## config.mk

```make
export PLATFORM = sky130hd
export DESIGN_NAME = keyed_value_table_set_default
export DESIGN_NICKNAME = d
export VERILOG_FILES = /design/src/kvt_pkg.sv /design/src/kvt_mem.sv /design/src/kvt_ctrl.sv /design/src/keyed_value_table_set_default.sv
export SDC_FILE = /design/constraint.sdc
export NUM_CORES = 2
export LEC_CHECK = 0
export BUFFER_PORTS_ARGS = -buffer_cell sky130_fd_sc_hd__clkbuf_2
export CORE_AREA = 2 2 399 401
export DETAILED_ROUTE_END_ITERATION = 8
export DIE_AREA = 0 0 401 403
export PLACE_DENSITY_LB_ADDON = 0.08
export SETUP_SLACK_MARGIN = 0.2
export SLEW_MARGIN = 10
export SYNTH_ARGS = -nofsm -noshare
export SYNTH_HDL_FRONTEND = slang
export SYNTH_SLANG_ARGS = --single-unit
```

## constraint.sdc

```tcl
create_clock -name clk -period 14.21 [get_ports clk]
set_input_delay 2.1315 -clock clk [delete_from_list [all_inputs] [get_ports clk]]
set_output_delay 2.1315 -clock clk [all_outputs]
set_load 0.02 [all_outputs]
```

## src/kvt_pkg.sv

```systemverilog
// Shared types and codes for the keyed value table.
package kvt_pkg;

    localparam int unsigned KEY_W = 64;
    localparam int unsigned VAL_W = 64;

    // Request types
    localparam logic REQ_GET         = 1'b0;
    localparam logic REQ_SET_DEFAULT = 1'b1;

    // Outcome codes
    localparam logic [1:0] OUTCOME_HIT     = 2'd0;
    localparam logic [1:0] OUTCOME_WRITTEN = 2'd1;
    localparam logic [1:0] OUTCOME_MISS    = 2'd2;
    localparam logic [1:0] OUTCOME_FULL    = 2'd3;

    typedef struct packed {
        logic             req_type;
        logic [KEY_W-1:0] lookup_key;
        logic [VAL_W-1:0] default_value;
    } kv_req_t;

    typedef struct packed {
        logic [VAL_W-1:0] result_value;
        logic [1:0]       outcome;
    } kv_resp_t;

    typedef struct packed {
        logic [KEY_W-1:0] key;
        logic [VAL_W-1:0] value;
    } kv_entry_t;

endpackage

```

## src/kvt_mem.sv

```systemverilog
// Entry store: one write port and one read port with registered read data.
module kvt_mem
    import kvt_pkg::*;
#(
    parameter int unsigned DEPTH  = 16,
    parameter int unsigned ADDR_W = 4
)
(
    input  logic              clk,
    input  logic              wr_en,
    input  logic [ADDR_W-1:0] wr_addr,
    input  kv_entry_t         wr_data,
    input  logic              rd_en,
    input  logic [ADDR_W-1:0] rd_addr,
    output kv_entry_t         rd_data
);

    kv_entry_t mem [DEPTH];
    kv_entry_t rd_data_reg;

    always_ff @(posedge clk)
    begin
        if (wr_en)
        begin
            mem[wr_addr] <= wr_data;
        end
    end

    always_ff @(posedge clk)
    begin
        if (rd_en)
        begin
            rd_data_reg <= mem[rd_addr];
        end
    end

    assign rd_data = rd_data_reg;

endmodule

```

## src/kvt_ctrl.sv

```systemverilog
// Scan sequencer: walks the entry store, decides the outcome, writes back.
module kvt_ctrl
    import kvt_pkg::*;
#(
    parameter int unsigned ENTRIES = 16,
    parameter int unsigned IDX_W   = 4
)
(
    input  logic             clk,
    input  logic             rst_n,
    input  logic             req_valid,
    output logic             req_ready,
    input  kv_req_t          req,
    output logic             res_valid,
    input  logic             res_ready,
    output kv_resp_t         res,
    output logic             wr_en,
    output logic [IDX_W-1:0] wr_addr,
    output kv_entry_t        wr_data,
    output logic             rd_en,
    output logic [IDX_W-1:0] rd_addr,
    input  kv_entry_t        rd_data
);

    typedef enum logic [1:0] {
        S_IDLE,
        S_SCAN,
        S_DECIDE,
        S_RESULT
    } state_t;

    localparam logic [IDX_W-1:0] LAST_IDX = IDX_W'(ENTRIES - 1);

    state_t               state_reg,     state_next;
    kv_req_t              req_reg,       req_next;
    logic [IDX_W-1:0]     scan_idx_reg,  scan_idx_next;
    logic                 found_reg,     found_next;
    logic [IDX_W-1:0]     hit_idx_reg,   hit_idx_next;
    logic [VAL_W-1:0]     hit_value_reg, hit_value_next;
    logic                 free_ok_reg,   free_ok_next;
    logic [IDX_W-1:0]     free_idx_reg,  free_idx_next;
    logic [ENTRIES-1:0]   used_reg,      used_next;
    kv_resp_t             resp_reg,      resp_next;

    logic scan_used;
    logic key_match;

    assign scan_used = used_reg[scan_idx_reg];
    assign key_match = (rd_data.key == req_reg.lookup_key);

    always_comb
    begin
        state_next     = state_reg;
        req_next       = req_reg;
        scan_idx_next  = scan_idx_reg;
        found_next     = found_reg;
        hit_idx_next   = hit_idx_reg;
        hit_value_next = hit_value_reg;
        free_ok_next   = free_ok_reg;
        free_idx_next  = free_idx_reg;
        used_next      = used_reg;
        resp_next      = resp_reg;

        req_ready = 1'b0;
        res_valid = 1'b0;
        rd_en     = 1'b0;
        rd_addr   = scan_idx_reg + IDX_W'(1);
        wr_en     = 1'b0;
        wr_addr   = hit_idx_reg;
        wr_data   = '{key: req_reg.lookup_key, value: req_reg.default_value};

        unique case (state_reg)
            S_IDLE:
            begin
                req_ready = 1'b1;
                if (req_valid)
                begin
                    req_next      = req;
                    scan_idx_next = '0;
                    found_next    = 1'b0;
                    free_ok_next  = 1'b0;
                    rd_en         = 1'b1;
                    rd_addr       = '0;
                    state_next    = S_SCAN;
                end
            end

            S_SCAN:
            begin
                // Read data belongs to scan_idx_reg this cycle
                if (scan_used && key_match)
                begin
                    found_next     = 1'b1;
                    hit_idx_next   = scan_idx_reg;
                    hit_value_next = rd_data.value;
                    state_next     = S_DECIDE;
                end
                else
                begin
                    if (!scan_used && !free_ok_reg)
                    begin
                        free_ok_next  = 1'b1;
                        free_idx_next = scan_idx_reg;
                    end
                    if (scan_idx_reg == LAST_IDX)
                    begin
                        state_next = S_DECIDE;
                    end
                    else
                    begin
                        rd_en         = 1'b1;
                        scan_idx_next = scan_idx_reg + IDX_W'(1);
                    end
                end
            end

            S_DECIDE:
            begin
                priority if (req_reg.req_type == REQ_GET)
                begin
                    if (found_reg)
                    begin
                        resp_next = '{result_value: hit_value_reg, outcome: OUTCOME_HIT};
                    end
                    else
                    begin
                        resp_next = '{result_value: '0, outcome: OUTCOME_MISS};
                    end
                end
                else if (found_reg)
                begin
                    if (hit_value_reg != '0)
                    begin
                        resp_next = '{result_value: hit_value_reg, outcome: OUTCOME_HIT};
                    end
                    else
                    begin
                        // Zero value: take the default in place
                        wr_en     = 1'b1;
                        wr_addr   = hit_idx_reg;
                        resp_next = '{result_value: req_reg.default_value,
                                      outcome: OUTCOME_WRITTEN};
                    end
                end
                else if (free_ok_reg)
                begin
                    wr_en               = 1'b1;
                    wr_addr             = free_idx_reg;
                    used_next[free_idx_reg] = 1'b1;
                    resp_next = '{result_value: req_reg.default_value,
                                  outcome: OUTCOME_WRITTEN};
                end
                else
                begin
                    resp_next = '{result_value: '0, outcome: OUTCOME_FULL};
                end
                state_next = S_RESULT;
            end

            S_RESULT:
            begin
                res_valid = 1'b1;
                if (res_ready)
                begin
                    state_next = S_IDLE;
                end
            end

            default:
            begin
                state_next = S_IDLE;
            end
        endcase
    end

    assign res = resp_reg;

    always_ff @(posedge clk or negedge rst_n)
    begin
        if (!rst_n)
        begin
            state_reg     <= S_IDLE;
            req_reg       <= '0;
            scan_idx_reg  <= '0;
            found_reg     <= 1'b0;
            hit_idx_reg   <= '0;
            hit_value_reg <= '0;
            free_ok_reg   <= 1'b0;
            free_idx_reg  <= '0;
            used_reg      <= '0;
            resp_reg      <= '0;
        end
        else
        begin
            state_reg     <= state_next;
            req_reg       <= req_next;
            scan_idx_reg  <= scan_idx_next;
            found_reg     <= found_next;
            hit_idx_reg   <= hit_idx_next;
            hit_value_reg <= hit_value_next;
            free_ok_reg   <= free_ok_next;
            free_idx_reg  <= free_idx_next;
            used_reg      <= used_next;
            resp_reg      <= resp_next;
        end
    end

endmodule

```

## src/keyed_value_table_set_default.sv

```systemverilog
// Top level of the keyed value table with get and set-default requests.
//
//   channel | beat type | handshake              | role
//   --------+-----------+------------------------+-------------------------------
//   req     | kv_req_t  | req_valid / req_ready  | get or set-default request in
//   resp    | kv_resp_t | resp_valid / resp_ready| value plus outcome code out
//
// One request at a time. A request reads one entry per cycle from the entry
// store (one read port, registered read data); the scan stops at the first
// matching key or after the last entry, then the outcome is decided and the
// result goes to the response register.
// Reset clears the used marks at once; keys and values need no clearing.
// A stalled response sits in the output register; the next request is taken
// while it waits, and its own result holds in the sequencer until it frees.
module keyed_value_table_set_default
    import kvt_pkg::*;
#(
    parameter int unsigned TABLE_ENTRIES = 16
)
(
    input  logic     clk,
    input  logic     rst_n,
    input  logic     req_valid,
    output logic     req_ready,
    input  kv_req_t  req,
    output logic     resp_valid,
    input  logic     resp_ready,
    output kv_resp_t resp
);

    // Entry index width; at least one bit for a single-entry table
    localparam int unsigned IDX_W = (TABLE_ENTRIES > 1) ? $clog2(TABLE_ENTRIES) : 1;

    logic             wr_en;
    logic [IDX_W-1:0] wr_addr;
    kv_entry_t        wr_data;
    logic             rd_en;
    logic [IDX_W-1:0] rd_addr;
    kv_entry_t        rd_data;

    logic     res_valid;
    logic     res_ready;
    kv_resp_t res;

    logic     resp_valid_reg, resp_valid_next;
    kv_resp_t resp_reg,       resp_next;

    kvt_mem #(
        .DEPTH  (TABLE_ENTRIES),
        .ADDR_W (IDX_W)
    ) u_mem (
        .clk     (clk),
        .wr_en   (wr_en),
        .wr_addr (wr_addr),
        .wr_data (wr_data),
        .rd_en   (rd_en),
        .rd_addr (rd_addr),
        .rd_data (rd_data)
    );

    kvt_ctrl #(
        .ENTRIES (TABLE_ENTRIES),
        .IDX_W   (IDX_W)
    ) u_ctrl (
        .clk       (clk),
        .rst_n     (rst_n),
        .req_valid (req_valid),
        .req_ready (req_ready),
        .req       (req),
        .res_valid (res_valid),
        .res_ready (res_ready),
        .res       (res),
        .wr_en     (wr_en),
        .wr_addr   (wr_addr),
        .wr_data   (wr_data),
        .rd_en     (rd_en),
        .rd_addr   (rd_addr),
        .rd_data   (rd_data)
    );

    // Output register: load when empty or draining this cycle
    assign res_ready = !resp_valid_reg || resp_ready;

    always_comb
    begin
        resp_valid_next = resp_valid_reg;
        resp_next       = resp_reg;
        if (res_valid && res_ready)
        begin
            resp_valid_next = 1'b1;
            resp_next       = res;
        end
        else if (resp_ready)
        begin
            // Drop the beat once taken
            resp_valid_next = 1'b0;
        end
    end

    always_ff @(posedge clk or negedge rst_n)
    begin
        if (!rst_n)
        begin
            resp_valid_reg <= 1'b0;
            resp_reg       <= '0;
        end
        else
        begin
            resp_valid_reg <= resp_valid_next;
            resp_reg       <= resp_next;
        end
    end

    assign resp_valid = resp_valid_reg;
    assign resp       = resp_reg;

endmodule

```

Word-level counts from Yosys, hierarchy flattened
Memories as Yosys holds them, arrays and structs flattened. A register that Yosys moved wholly into a read port is not among the register bits.
Index checks and enable logic that the tools add are counted.
- $add $sub $neg: 1
- order comparisons: 3
- equal/unequal tests: 12
- bitwise operators: 3
- reduce and logical (&&, ||, !) cells: 20
- multiplexer cells: 45
- operator list (operator ; number):
    $mux 66 ; 5
    $eq 64x64->1 ; 1
    $reduce_bool 64->1 ; 1
    $mux 4 ; 9
    $mux 1 ; 20
    $or 16x16->16 ; 1
    $reduce_and 4->1 ; 3
    $lt 4x5->1 const B ; 2
    $reduce_and 3->1 ; 3
    $mux 2 ; 4
    $ne 2x2->1 const B ; 4
    $pmux 2 s4 ; 1
    $pmux 4 s2 ; 1
    $pmux 1 s2 ; 3
    $add 4x1->4 const B ; 1
    $bmux 1 s4 ; 1
    $demux 1 s4 ; 1
    $eq 2x2->1 const B ; 2
    $eq 4x4->1 const B ; 1
    $ge 4x1->1 const B ; 1
    $logic_and 1x1->1 ; 4
    $ne 2x1->1 const B ; 2
    $reduce_and 2->1 ; 2
    $reduce_bool 2->1 ; 2
    6 further kinds ; 9
- memories: 1
- logic and storage cells: 101
- input port bits: 133
- memory bits (writable): 2048
- output and inout port bits: 68
- flip-flop bits (word level): 358
- memories (memory ; depth ; bits a word ; read ports ; clocked after Yosys merged registers in ; write ports ; line ; text):
    u_mem.mem ; 16 ; 128 ; 1 ; 1 ; 1 ; kvt_mem.sv:18 ; kv_entry_t mem [DEPTH];

Logic depth before layout (Yosys ltp)
- depth after elaboration: 7
- gate-level depth with buffers: 13
- mapped depth without buffers: 8

Hierarchy
From an unflattened synthesis, not the netlist that was laid out.
- cell total of the unflattened synthesis: 4674
- area total of the unflattened synthesis: 96943.0 um^2
- modules (own cells, without submodules) (module ; cells an instance ; times used ; seq. area each (um^2) ; area an instance (um^2)):
    kvt_mem ; 3365 ; 1 ; 65342.7 ; 80612.3
    kvt_ctrl ; 1166 ; 1 ; 7282.0 ; 13633.1
    keyed_value_table_set_default ; 143 ; 1 ; 1676.6 ; 2697.6

Least setup slack after synthesis
OpenSTA, ideal clock, no wires.
- path kind: register to register
- start point: register u_ctrl.scan_idx_reg[0]
- end point: register, netlist name u_mem.rd_data[0]
- library setup time: 0.792 ns
- setup slack: 2.794 ns
- arrival: 10.624 ns
- cell stages (with the launch flop): 8
- required time: 13.418 ns
- clock period less this slack: 11.416 ns
- path buffers: 1
- path through: dfrtp_1 buf_4 mux4_2 mux2i_1 mux2_2 inv_1 and2_2 o21ai_0
- cells in the longest elaborated chain, start to end: 5
- elaborated cells on any way between the ends: 10
- those cells by class: add/sub: 1; eq/ne: 1; mux: 7; reduce/logical: 1
- ends and longest elaborated chain (what ; line ; text):
    start, declared ; kvt_ctrl.sv:36 ; logic [IDX_W-1:0] scan_idx_reg, scan_idx_next;
    start signal, assigned ; kvt_ctrl.sv:197 ; scan_idx_reg <= scan_idx_next;
    $bmux 1 s4 ; kvt_ctrl.sv:48 ; assign scan_used = used_reg[scan_idx_reg];
    $mux 1 (not written as such) ; kvt_ctrl.sv:48 ;
    $logic_and 1x1->1 ; kvt_ctrl.sv:91 ; if (scan_used && key_match)
    $mux 1 * ; kvt_ctrl.sv:91 ;
    $pmux 1 s2 * ; kvt_ctrl.sv:72 ; unique case (state_reg)
    via rd_en ; keyed_value_table_set_default.sv:37 ; logic rd_en;
The timed path passes the listed nets; every way through them passes the cells marked *. The select of a mux whose other input is x is not followed.
A chain may end at the register's enable or synchronous reset.

Worst setup path in the final report
- start point: input req_valid
- end point: register, netlist name u_mem.rd_data[56]
- cells in the longest elaborated chain, start to end: 2
- elaborated cells on any way between the ends: 4
- those cells by class: mux: 4
- ends and longest elaborated chain (what ; line ; text):
    start, declared ; keyed_value_table_set_default.sv:23 ; input logic req_valid,
    $mux 1 or $mux 4 (tied branches) ; kvt_ctrl.sv:76 ; if (req_valid)
    $pmux 1 s2 or $mux 4 (tied branches) ; kvt_ctrl.sv:72 ;
Parallel ways exist; a longest one is shown, timed or not.

==> summary.md <==
| Metric | Value |
|---|---|
| Placed inst area | 0.0998 sq mm |
| RR Startpoint | u_ctrl.hit_value_reg[50] |
| Final setup viols | 0 |
| Post-CTS sizing | 0 |
| Vias in the first global route | around 57000 |
| Max-slew headroom | between 10 and 15% |
| Worst hold path class | flip-flop to flip-flop |
| Largest net degree at the start of global routing | 218 |
| Number of flip-flops in the largest register | roughly 2000 |
| Die area | 0.162 sq mm |
| R2R setup slack | between 7000 and 8000 ps |
| Synth Warn # | 0 |
| Clock Skew | about 38 ps |
| Primary FF master, synth | edfxtp_1 |
| CP max FO | 217 |
| Synthesized Nets | approximately 6700 |
| Count of buffers from port buffering | 200 |
| Sink of the worst hold path | u_ctrl.used_reg[11] |
| Via count | ~59000 |
| Crit path setup slack, layout | a little under 8000 ps |
| Fin Setup TNS | 0 ps |
| RSZ-0062 raised after global routing | no |
| Starting density of the core | between 60% and 70% |
| Synth unique cells | 50 |
| Clock tree sinks | ~2500 |
| Worst-skew pair later-pin latency | about 850 ps |
| # diodes | 0 |
| Worst Setup End Kind | flip-flop |
| Seq/Total Area, Yosys | 76.6% |
| Fin crit period | approximately 6400 ps |
| Yosys reg bits | about 2500 |
| Post-CTS setup buffer count | 0 |
| Most numerous cell in the Yosys netlist | edfxtp_1 |
| Per-cell routed wire length | between 20 and 30 microns |
| Total track usage | between 30% and 40% |
| Die W | about 400 microns |
| Filler-free cell count of the finished design | 8960 |
| TritonRoute pass-1 iters | 6 |
| Avg Cell Area, Syn | 14.7 sq um |
| Worst-margin pin slew | 1330 ps |
| Die height | between 400 and 500 microns |
| Post-Syn Instances | about 6600 |
| Initial antenna violation count | 2 |
| Setup WS pre-CTS | a little over 7000 ps |
| Synth top area share | between 60% and 70% |
| Clock slew at reported path FFs | 60 ps |
| Leakage power | ~38 nW |
| Synth-to-Final Area Change | 10.8% |
| Congestion Overflow GR | 0 |
| Outcome | completed |
| Detail Placement HPWL | around 120000 microns |
| CP startpoint kind | input port |
| CTS Buf Count | 241 |
| Row count | around 150 |
| Synth top area cells | edfxtp_1 67%, dfrtp_1 9.2%, nand2_1 5.5%, o221ai_1 4.6%, nand3_1 2.7% |
| Vias per inst | ~6.6 |
| Worst r2r dst | u_mem.mem[4][111] |
| Fin. Hold Viols | 0 |
| WHS Path Cells | 1 |
| Inst Count DP | approximately 8500 |
| IO Pins | 201 |
| Hold Crit Start | u_ctrl.used_reg[11] |
| Asr flop ratio synth | between 10 and 15% |
| DRC violations left | 0 |
| Share of cells above drive strength 1 | 12.3% |
| Hold_buf cts | 0 |
| CP cell instances | clkbuf_2 -> nand2_4 -> nand2_4 -> buf_12 -> buf_4 -> buf_4 -> o221ai_1 -> a21oi_1 -> a311oi_1 -> a21oi_1 |
| Critical Path AT | between 7000 and 8000 ps |
| Nets | between 6000 and 7000 |
| Reg2reg path depth | 9 |
| Mapped cell area | between 0.09 and 0.1 sq mm |
| Worst EP required | ~15000 ps |
| First-pass GRT wire length | 374000 microns |
| Kind of critical path | input port to flip-flop |
| Clk buf depth | 3 |
| Finished Core Util | between 60% and 70% |
| Routed WL | between 200000 and 300000 microns |
| Total power draw | 21.9 mW |
| CTS tree | done |
| Synth top cells by count | 2176 x edfxtp_1, 1431 x nand2_1, 517 x nand3_1 |
| Initial DRC count | between 7000 and 8000 |
| Slowest CP cell | buf_4 |
| Fmax | roughly 0.16 GHz |
| Number of max-cap violations | 0 |
| Count of final max-slew check failures | 0 |
| Fin area | between 0.1 and 0.15 sq mm |
| Area leader, netlist | edfxtp_1 |
| Hold slack final | about 460 ps |
| Worst vdd ir | between 0.0002 and 0.00025 V |
| Post-synth EDFFs | 2176 |
| Pwr dens | a little over 200 mW/mm^2 |
| Fill cells | 10722 |
| Tcrit/Tclk final | between 40 and 50% |
| Post-DRT Antenna Nets | 0 |
| Core area | 0.157 sq mm |
| Root Buffer | clkbuf_16 |
| Slowest stage delay, CP | between 800 and 900 ps |
| Htree depth | 4 |
| Final GP Congestion | ~0.81 |
how the worst max path moves through the flow:
stage,cells after the start,start,endpoint
after global placement,10,req_valid,u_mem.rd_data[58]
after CTS,10,req_valid,u_mem.rd_data[56]
final,10,req_valid,u_mem.rd_data[56]
after detailed placement,10,req_valid,u_mem.rd_data[56]
after floorplan,7,u_ctrl.scan_idx_reg[0],u_mem.rd_data[0]
after global routing,10,req_valid,u_mem.rd_data[50]
worst max-delay path: cells and delay by family:
kind                   cells  cell delay, ps
and+or+nand+nor            2            1210
buffers and inverters      4            2610
AOI/OAI and AO/OA          4             750
cell type report:
cell class | count | area (sq um) | share of cell area (%)
inverters | 11 | 48.8 | 0.0454
clock buffers | 368 | 7000 | 6.52
multi-input cells | 3575 | 20800 | 19.4
repair buffers | 312 | 2030 | 1.89
flip-flops and latches | 2534 | 74300 | 69.2
clock inverters | 88 | 628 | 0.585
well taps | 2072 | 2590 | 2.41
per-layer routing:
metal	GRT usage [%]	wire length, microns
met5	0	16
met4	8.25	6000
met3	4.33	21800
met2	49.2	120000
met1	46.5	107000
report_power, final:
group          switching (mW)  total (mW)  internal (mW)
Combinational            3.45        5.05           1.60
Clock                    2.68        6.18           3.50
Sequential               1.06        10.7           9.62
Total                    7.20        21.9           14.7
cells in the final DEF, fill, tap and decap left out, drive strengths merged, types with 2 or more instances in the layout:
cell type,n
inv,17
mux2i,20
nand2b,3
a211oi,4
clkinvlp,5
nor4,34
a21oi,368
mux2,147
a31oi,123
and2,4
mux4,4
clkbuf,567
and3,3
a22oi,3
nor2,8
edfxtp,2176
ha,5
o221ai,512
nor2b,67
dfrtp,358
clkinv,70
a221o,64
o21ai,15
buf,113
nand3,518
a211o,2
xor2,65
a21o,13
a31o,4
a311oi,119
nor3b,3
nor3,17
bufinv,7
nand2,1431
nand4,10
kinds of logic (layout without fill, tap and decap cells):
group | after synthesis | after routing | share of synthesized area (%)
AOI/OAI and AO/OA | 1233 | 1233 | 9.40
xor gates and xnor gates | 66 | 66 | 0.596
adders and majority gates | 5 | 5 | 0.0645
buffers and inverters | 499 | 779 | 2.07
DFF | 2534 | 2534 | 76.6
muxes | 171 | 171 | 2.06
and+or+nand+nor | 2100 | 2100 | 9.18
No activity file was read; power rests on OpenSTA's default activity.
